File: config.mk
export PLATFORM = sky130hd
export DESIGN_NAME = lgi_front
export DESIGN_NICKNAME = d
export VERILOG_FILES = /design/src/rtl/core/lgi_pkg.sv /design/src/rtl/core/lgi_front.sv
export SDC_FILE = /design/constraint.sdc
export NUM_CORES = 2
export LEC_CHECK = 0
export BUFFER_PORTS_ARGS = -buffer_cell sky130_fd_sc_hd__buf_4
export CAP_MARGIN = 15
export CORE_AREA = 2 2 464 466
export CTS_BUF_LIST = sky130_fd_sc_hd__clkbuf_8
export CTS_CLUSTER_DIAMETER = 80
export DETAILED_ROUTE_END_ITERATION = 8
export DIE_AREA = 0 0 466 468
export HOLD_SLACK_MARGIN = 0.15
export MAX_ROUTING_LAYER = met4
export PLACE_DENSITY = 0.54
export SLEW_MARGIN = 5
export SYNTH_ARGS = -nofsm -noshare
export SYNTH_HDL_FRONTEND = slang
export SYNTH_SLANG_ARGS = --single-unit
export TNS_END_PERCENT = 10
File: constraint.sdc
create_clock -name clk -period 9.9 [get_ports clk]
set_input_delay 0.495 -clock clk [delete_from_list [all_inputs] [get_ports clk]]
set_output_delay 0.495 -clock clk [all_outputs]
set_load 0.01 [all_outputs]
File: src/rtl/core/lgi_pkg.sv
// Shared types and constants for the Lagrange interpolator pipeline.
// Used by every module under rtl/core; depends on nothing.
`timescale 1ns / 1ps
`default_nettype none

package lgi_pkg;

  // Default value width (signed fixed point, binary point is transparent)
  localparam int unsigned DATA_WIDTH = 32;

  // Sample points per item and factors per Lagrange term
  localparam int unsigned NPTS = 4;
  localparam int unsigned NFAC = NPTS - 1;

  // Result status codes
  typedef enum logic [1:0] {
    ST_OK         = 2'd0,
    ST_BAD_COUNT  = 2'd1,
    ST_COINCIDENT = 2'd2,
    ST_SATURATED  = 2'd3
  } status_t;

  // Control that travels with each item down the pipeline
  typedef struct packed {
    logic    vld;
    status_t status;
  } ctrl_t;

endpackage

`default_nettype wire

File: src/rtl/core/lgi_front.sv
// Front stage: differences, magnitudes, signs and input checks per item.
// Depends on lgi_pkg.
`timescale 1ns / 1ps
`default_nettype none

module lgi_front #(
  parameter int unsigned DW = lgi_pkg::DATA_WIDTH
) (
  input  logic                 clk,
  input  logic                 rst_n,
  input  logic                 en,
  input  logic                 in_valid,
  input  logic [DW-1:0]        target_x,
  input  logic [DW-1:0]        x_i     [lgi_pkg::NPTS],
  input  logic [DW-1:0]        y_i     [lgi_pkg::NPTS],
  input  logic [2:0]           point_count,
  output logic [DW-1:0]        ay_o    [lgi_pkg::NPTS],
  output logic [DW-1:0]        nf_o    [lgi_pkg::NPTS][lgi_pkg::NFAC],
  output logic [DW-1:0]        df_o    [lgi_pkg::NPTS][lgi_pkg::NFAC],
  output logic [lgi_pkg::NPTS-1:0] neg_o,
  output lgi_pkg::ctrl_t       ctrl_o
);

  localparam logic [2:0] CNT_MIN = 3'd2;
  localparam logic [2:0] CNT_MAX = 3'd4;

  logic [DW:0]   dt_s [lgi_pkg::NPTS];
  logic [DW-1:0] dt_m [lgi_pkg::NPTS];
  logic [DW:0]   dx_s [lgi_pkg::NPTS][lgi_pkg::NPTS];
  logic [DW-1:0] dx_m [lgi_pkg::NPTS][lgi_pkg::NPTS];
  logic [DW-1:0] ay   [lgi_pkg::NPTS];
  logic [lgi_pkg::NPTS-1:0] sy;
  logic bad_cnt, coinc, err;

  logic [DW-1:0] ay_nxt [lgi_pkg::NPTS];
  logic [DW-1:0] nf_nxt [lgi_pkg::NPTS][lgi_pkg::NFAC];
  logic [DW-1:0] df_nxt [lgi_pkg::NPTS][lgi_pkg::NFAC];
  logic [lgi_pkg::NPTS-1:0] neg_nxt;
  lgi_pkg::ctrl_t ctrl_nxt;

  logic [DW-1:0] ay_r [lgi_pkg::NPTS];
  logic [DW-1:0] nf_r [lgi_pkg::NPTS][lgi_pkg::NFAC];
  logic [DW-1:0] df_r [lgi_pkg::NPTS][lgi_pkg::NFAC];
  logic [lgi_pkg::NPTS-1:0] neg_r;
  lgi_pkg::ctrl_t ctrl_r;

  // Form signed differences and their magnitudes
  always_comb begin
    for (int j = 0; j < lgi_pkg::NPTS; j++) begin
      dt_s[j] = {target_x[DW-1], target_x} - {x_i[j][DW-1], x_i[j]};
      dt_m[j] = dt_s[j][DW] ? DW'(~dt_s[j] + 1'b1) : dt_s[j][DW-1:0];
      ay[j]   = y_i[j][DW-1] ? (~y_i[j] + 1'b1) : y_i[j];
      sy[j]   = y_i[j][DW-1];
      for (int i = 0; i < lgi_pkg::NPTS; i++) begin
        dx_s[i][j] = {x_i[i][DW-1], x_i[i]} - {x_i[j][DW-1], x_i[j]};
        dx_m[i][j] = dx_s[i][j][DW] ? DW'(~dx_s[i][j] + 1'b1) : dx_s[i][j][DW-1:0];
      end
    end
  end

  // Check the point count and look for repeated abscissae among used points
  always_comb begin
    bad_cnt = (point_count < CNT_MIN) || (point_count > CNT_MAX);
    coinc   = 1'b0;
    for (int i = 0; i < lgi_pkg::NPTS; i++) begin
      for (int j = i + 1; j < lgi_pkg::NPTS; j++) begin
        if ((3'(j) < point_count) && (x_i[i] == x_i[j])) begin
          coinc = 1'b1;
        end
      end
    end
    err = bad_cnt || coinc;
  end

  // Pick the three factors of each term; unused slots become one
  always_comb begin
    logic       used_t;
    logic       used_f;
    logic [1:0] jj;
    used_t = 1'b0;
    used_f = 1'b0;
    jj     = '0;
    for (int i = 0; i < lgi_pkg::NPTS; i++) begin
      used_t     = !err && (3'(i) < point_count);
      ay_nxt[i]  = used_t ? ay[i] : '0;
      neg_nxt[i] = sy[i];
      for (int k = 0; k < lgi_pkg::NFAC; k++) begin
        jj     = (k < i) ? 2'(k) : 2'(k + 1);
        used_f = used_t && ({1'b0, jj} < point_count);
        nf_nxt[i][k] = used_f ? dt_m[jj] : DW'(1);
        df_nxt[i][k] = used_f ? dx_m[i][jj] : DW'(1);
        neg_nxt[i]   = neg_nxt[i] ^ (used_f & (dt_s[jj][DW] ^ dx_s[i][jj][DW]));
      end
    end
    ctrl_nxt.vld = in_valid;
    if (bad_cnt) begin
      ctrl_nxt.status = lgi_pkg::ST_BAD_COUNT;
    end else if (coinc) begin
      ctrl_nxt.status = lgi_pkg::ST_COINCIDENT;
    end else begin
      ctrl_nxt.status = lgi_pkg::ST_OK;
    end
  end

  // Advance control
  always_ff @(posedge clk) begin
    if (!rst_n) begin
      ctrl_r <= '0;
    end else if (en) begin
      ctrl_r <= ctrl_nxt;
    end
  end

  // Advance payload
  always_ff @(posedge clk) begin
    if (en) begin
      ay_r  <= ay_nxt;
      nf_r  <= nf_nxt;
      df_r  <= df_nxt;
      neg_r <= neg_nxt;
    end
  end

  assign ay_o   = ay_r;
  assign nf_o   = nf_r;
  assign df_o   = df_r;
  assign neg_o  = neg_r;
  assign ctrl_o = ctrl_r;

endmodule

`default_nettype wire

* Yosys cells after proc, flatten, opt, wreduce, memory -nomap -nowiden
Cells that the tools add are included.
Operators by class: add/sub/neg operators 36, magnitude comparators 6, eq/ne operators 6, muxes and demuxes 28, bitwise gates (word level) 56, reduce and logical (&&, ||, !) cells 29
Operators by type and width (number):
- $add A32 B1 Y32 const B | 20
- $not A32 Y32 | 20
- $sub A32 B32 Y33 | 16
- $mux W32 | 16
- $eq A32 B32 Y1 | 6
- $mux W31 | 4
- $xor A1 B1 Y1 | 24
- $logic_and A1 B1 Y1 | 22
- $and A1 B1 Y1 | 12
- $reduce_and A2 Y1 | 4
- $lt A1 B3 Y1 const A | 2
- $lt A2 B3 Y1 const A | 2
- $mux W1 | 6
- $mux W2 | 2
- $gt A3 B3 Y1 const B | 1
- $lt A3 B2 Y1 const B | 1
- $logic_or A1 B1 Y1 | 2
- $logic_not A1 Y1 | 1
Word-level totals: register bits 903, output and inout bits 903, logic and storage cells 196

* Longest topological paths before layout
word-level depth 16, mapped depth 17

* Worst setup path before layout
Ideal clock, no wire load.
path kind input -> register, from input target_x[0], to register nf_r (netlist bit nf_o[255]), data pin, library setup time 266 ps, data arrival time 4123 ps, required time 9634 ps, path slack 5511 ps, cell stages on the path 16, buffers on the path 0, cell sequence inv_1 > ha_1 > inv_1 > fa_1 > a211o_1 > a211oi_1 > a2bb2oi_1 > o21ai_1 > a31oi_1 > xor2_1 > o2111ai_1 > or4_1 > nor3_1 > a31oi_1 > xnor2_1 > nor2_1
Between the ends: cells in the longest elaborated chain, start to end 4
RTL lines:
- start, declared | line lgi_front.sv:13 | input logic [DW-1:0] target_x,
- $sub A32 B32 Y33 * | line lgi_front.sv:50 | dt_s[j] = {target_x[DW-1], target_x} - {x_i[j][DW-1], x_i[j]};
- $not A32 Y32 | line lgi_front.sv:51 | dt_m[j] = dt_s[j][DW] ? DW'(~dt_s[j] + 1'b1) : dt_s[j][DW-1:0];
- $add A32 B1 Y32 | line lgi_front.sv:51
- $mux W32 * | line lgi_front.sv:51
- end signal, assigned | line lgi_front.sv:118 | nf_r <= nf_nxt;
- end, declared | line lgi_front.sv:42 | logic [DW-1:0] nf_r [lgi_pkg::NPTS][lgi_pkg::NFAC];
Every way passes the cells marked *; elsewhere a longest branch is shown, timed or not. A chain may end at the register's enable or synchronous reset.

* Worst setup path in the final report
from input x_i[49] in the netlist's numbering, to register neg_r (netlist bit neg_o[1]), data pin
Between the ends: cells in the longest elaborated chain, start to end 15
RTL lines:
- start, declared | line lgi_front.sv:14 | input logic [DW-1:0] x_i [lgi_pkg::NPTS],
- $eq A32 B32 Y1 | line lgi_front.sv:67 | if ((3'(j) < point_count) && (x_i[i] == x_i[j])) begin
- $logic_and A1 B1 Y1 | line lgi_front.sv:67
- $mux W1 (5 in series) | line lgi_front.sv:67
- $logic_or A1 B1 Y1 | line lgi_front.sv:72 | err = bad_cnt || coinc;
- $logic_not A1 Y1 | line lgi_front.sv:84 | used_t = !err && (3'(i) < point_count);
- $logic_and A1 B1 Y1 | line lgi_front.sv:84
- $logic_and A1 B1 Y1 | line lgi_front.sv:89 | used_f = used_t && ({1'b0, jj} < point_count);
- $and A1 B1 Y1 | line lgi_front.sv:92 | neg_nxt[i] = neg_nxt[i] ^ (used_f & (dt_s[jj][DW] ^ dx_s[i][jj][DW]));
- $xor A1 B1 Y1 (2 in series) | line lgi_front.sv:92
- $xor A1 B1 Y1 * | line lgi_front.sv:92
- named net neg_nxt, one bit | line lgi_front.sv:38 | logic [lgi_pkg::NPTS-1:0] neg_nxt;
- end signal, assigned | line lgi_front.sv:120 | neg_r <= neg_nxt;
- end, declared | line lgi_front.sv:44 | logic [lgi_pkg::NPTS-1:0] neg_r;
Mark *: on every way through the listed nets, which the timed path passes. The rest lies on a longest branch.

==> impl_metrics.py <==
metrics = {
    "critical_path": {
        "crit_path_end": "neg_o[1]",
        "ff2ff_setup_slack_ns": 8.70,
        "crit-reg2reg-launch": "ctrl_o[2]",
        "arrival_ns": 6.64,
        "worst_path_largest_cell_delay_ns": 0.80,
        "r2r.worst_path.cells": 3,
        "rr_endpoint": "ctrl_o[2]",
        "timing.critical_path.from": "x_i[49]",
        "criticalPathCategory": "input pin to flip-flop",
        "crit_path_cells": "buf_4, inv_1, ha_1, nand4_1, or3_1, nor4_2, nand4_1, nand3_1, a21oi_1, o21ai_0, nor2_1, buf_4, nand2_4, buf_4, nor2_1, xnor2_1, xnor2_1",
        "worst_path_max_delay_cell": "sky130_fd_sc_hd__ha_1",
        "cp_common_cell": "sky130_fd_sc_hd__buf_4",
        "timing.critical_path.to_type": "flip-flop",
        "timing.critical_path.fanout_max": 59,
        "worstSetupStartpointType": "input pin",
        "worst_ep_required_time_ns": 10.66,
    },
    "synthesis": {
        "portion_of_the_post_synthesis_area_used_by_sequential_elements_pct": 36.30,
        "yosysUniqueCellTypes": 105,
        "synth_flop_cell": "sky130_fd_sc_hd__edfxtp_1",
        "synth-seq-cells": 903,
        "net_count_after_synthesis": 9322,
        "post_synth_instance_area_sq_um": 74610,
        "syn_inst": 8479,
        "syn-mean-instance-area_sq_um": 8.800,
        "async_reset_ff_share_pct": 0,
        "yosys_warnings": 0,
        "synth_edf_count": 900,
    },
    "timing": {
        "report.final.slew_viol_count": 0,
        "tightest_slew_ns": 1.175,
        "final_min_period_over_clock_period_pct": 59.40,
        "setup_tns_ns": 0,
        "finalHoldViolations": 0,
        "achievable-frequency_mhz": 170.0,
        "setup_repair_after_global_routing_missed_its_margin": "false",
        "max_slew_margin_pct": 21.67,
        "skew_ns": 0,
        "finalWorstPathRequiredPeriod_ns": 5.881,
        "timing.final.setup_violations": 0,
    },
    "floorplanning": {
        "core_area_sq_um": 213300,
        "floorplan.die.height_microns": 468,
        "initial_core_util_pct": 34.97,
        "ioPinCount": 1198,
        "design.die.area_sq_um": 218100,
        "die_width_microns": 466,
        "placementRows": 170,
    },
    "place": {
        "numPortBuffers": 1197,
        "dp_hpwl_mm": 341.0,
        "gpl.final_weighted_congestion": 1.082,
        "dpl.cell_count": 12222,
    },
    "grt": {
        "global_route.peak_usage_layer": "met2",
        "grt_start_max_net_pins": 198,
        "number_of_antenna_violations_at_the_first_check_in_global_routing": 70,
        "grt.overflow.total": 0,
        "grt_pass1_vias": 70799,
        "met3_usage_grt_pct": 6.394,
        "groute.usage.overall_pct": 37.57,
        "grtUsageMet2_pct": 56.75,
        "wire_length_of_the_first_global_routing_pass_mm": 561.9,
        "grt.met1_usage_pct": 47.75,
    },
    "route": {
        "drt_iter0_drc": 7900,
        "detail_route.wirelength_mm": 416.1,
        "drt_pass1_iterations": 6,
        "antenna_violating_nets_post_route": 0,
        "route.detailed.wl_per_inst_microns": 32.44,
        "detailroute.via_count": 75518,
        "post_drt_via_cell_ratio": 5.887,
        "drc": 0,
    },
    "clocking": {
        "cts.path.max_buffers": 3,
        "worstSkewPairLatency_ns": 0.98,
        "cts_setup_buffers": 0,
        "h-tree-depth": 4,
        "cts.sinks": 903,
        "tritoncts.num_buffers": 165,
        "clock_tree_from_tritoncts": "done",
        "cts.reportedPaths.clkPinSlew_ns": 0.06,
        "ctsRootBufferMaster": "sky130_fd_sc_hd__clkbuf_8",
    },
    "cells_and_area": {
        "most_frequent_cells_in_the_layout": "sky130_fd_sc_hd__nor2_1, sky130_fd_sc_hd__buf_4, sky130_fd_sc_hd__edfxtp_1, sky130_fd_sc_hd__a21oi_1, sky130_fd_sc_hd__ha_1",
        "fill_cells": 21317,
        "drive_above_1_share_pct": 16.42,
        "finalCoreUtilization_pct": 43.26,
        "area_growth_syn_to_layout_pct": 23.69,
        "instances_no_fill": 12828,
        "layout_commonest_cell": "sky130_fd_sc_hd__nor2_1",
        "num-nets-final": 10636,
    },
    "power_and_ir_drop": {
        "highest_ir_drop_seen_on_vdd_mv": 0.1590,
        "leakagePower_nw": 37.27,
        "power_per_cell_area_nw_per_um2": 160.1,
    },
    "min_path": {
        "min-delay-path-class": "input pin to flip-flop",
    },
    "status": {
        "run_status": "completed",
    },
    "run": {
        "drv.max_cap_violation_count": 0,
    },
}
## worst max-delay path, delay by kind of cell
| family | cells | cell delay (ns) |
|---|---|---|
| xor gates and xnor gates | 2 | 0.28 |
| buffers and inverters | 4 | 1.43 |
| AOI/OAI and AO/OA | 2 | 0.36 |
| and+or+nand+nor | 8 | 3.10 |
| adders and majority gates | 1 | 0.80 |
## power breakdown
group	switching (W)	leakage, nW	internal (W)
logic	0.00420	26.9	0.00216
registers	0.000169	8.64	0.00470
clock network	0.00183	1.75	0.00172
## kinds of logic (layout without fill, tap and decap cells)
kind of cell | count (synthesis) | count (layout) | share of synthesized area [%]
compound gates | 2416 | 2416 | 20.81
xor+xnor | 939 | 939 | 11.02
fa+ha+maj | 548 | 548 | 9.351
buf+inv | 730 | 2178 | 3.741
flops | 903 | 903 | 36.30
mux | 44 | 44 | 0.6205
other cells | 0 | 63 | 0
simple gates | 2899 | 2899 | 18.15
## routing by layer
metal	up-vias	wire length [microns]
li1	33564	-
met3	779	30250
met4	0	25960
met5	-	0
met2	3659	185200
met1	37516	174700
## timing repair
action | 4_1_cts | 5_1_grt
endpoints found under the hold margin | 239 | 0
hold buffers | 241 | 0
endpoints found under the setup margin | 0 | 0
resized for setup | 0 | 0
## flip-flops by register name, indices dropped and copies added (netlist names)
signal  count
df_o      384
nf_o      384
ay_o      128
neg_o       4
ctrl_o      3
## layout make-up
class / instances / area (sq um) / share of cell area [%]
Tap cell: 2838 / 3551 / 3.848
Multi-Input combinational cell: 6846 / 44830 / 48.58
Antenna cell: 63 / 157.7 / 0.1708
Clock inverter: 136 / 904.6 / 0.9802
Timing Repair Buffer: 1521 / 12150 / 13.16
Sequential cell: 903 / 27090 / 29.35
Clock buffer: 165 / 2271 / 2.461
Inverter: 356 / 1336 / 1.448
## worst min path at each step
stage | start | to | slack, ns | depth (start not counted)
floorplan | ctrl_o[1] | ctrl_o[1] | 0.50 | 2
global placement | ctrl_o[1] | ctrl_o[1] | 0.47 | 2
detailed placement | ctrl_o[1] | ctrl_o[1] | 0.48 | 2
CTS | point_count[1] | ctrl_o[0] | 0.15 | 4
global route | point_count[1] | ctrl_o[0] | 0.14 | 4
finish | point_count[1] | ctrl_o[0] | 0.24 | 4
## cell usage after synthesis (104+ instances only)
cell type / instances / area (sq um)
sky130_fd_sc_hd__nor2_1: 1314 / 4932
sky130_fd_sc_hd__edfxtp_1: 900 / 27030
sky130_fd_sc_hd__a21oi_1: 715 / 3578
sky130_fd_sc_hd__ha_1: 532 / 6656
sky130_fd_sc_hd__xnor2_1: 513 / 4493
sky130_fd_sc_hd__nand2_1: 503 / 1888
sky130_fd_sc_hd__o21ai_0: 501 / 2507
sky130_fd_sc_hd__xor2_1: 426 / 3731
sky130_fd_sc_hd__inv_1: 354 / 1329
sky130_fd_sc_hd__clkbuf_1: 330 / 1239
sky130_fd_sc_hd__a21o_1: 254 / 1907
sky130_fd_sc_hd__nor3_1: 193 / 965.9
sky130_fd_sc_hd__nand3_1: 141 / 705.7
sky130_fd_sc_hd__o21bai_1: 122 / 915.9
sky130_fd_sc_hd__o31ai_1: 106 / 795.8
sky130_fd_sc_hd__or3_1: 106 / 663.1
sky130_fd_sc_hd__nand4_1: 104 / 650.6
## through the flow
stage | hold WS (ns) | setup WS, ns | cell area (sq um) | total power (W)
floorplan | 0.4974 | 5.511 | 74610 | 0.008267
global placement | 0.4685 | 2.597 | 86510 | 0.01109
detailed placement | 0.4756 | 3.125 | 86510 | 0.01106
CTS | 0.1512 | 4.180 | 92100 | 0.01476
global route | 0.1448 | 3.948 | 92260 | 0.01537
finish | 0.2401 | 4.019 | 92290 | 0.01478
Power figures use the tool's default switching activity.
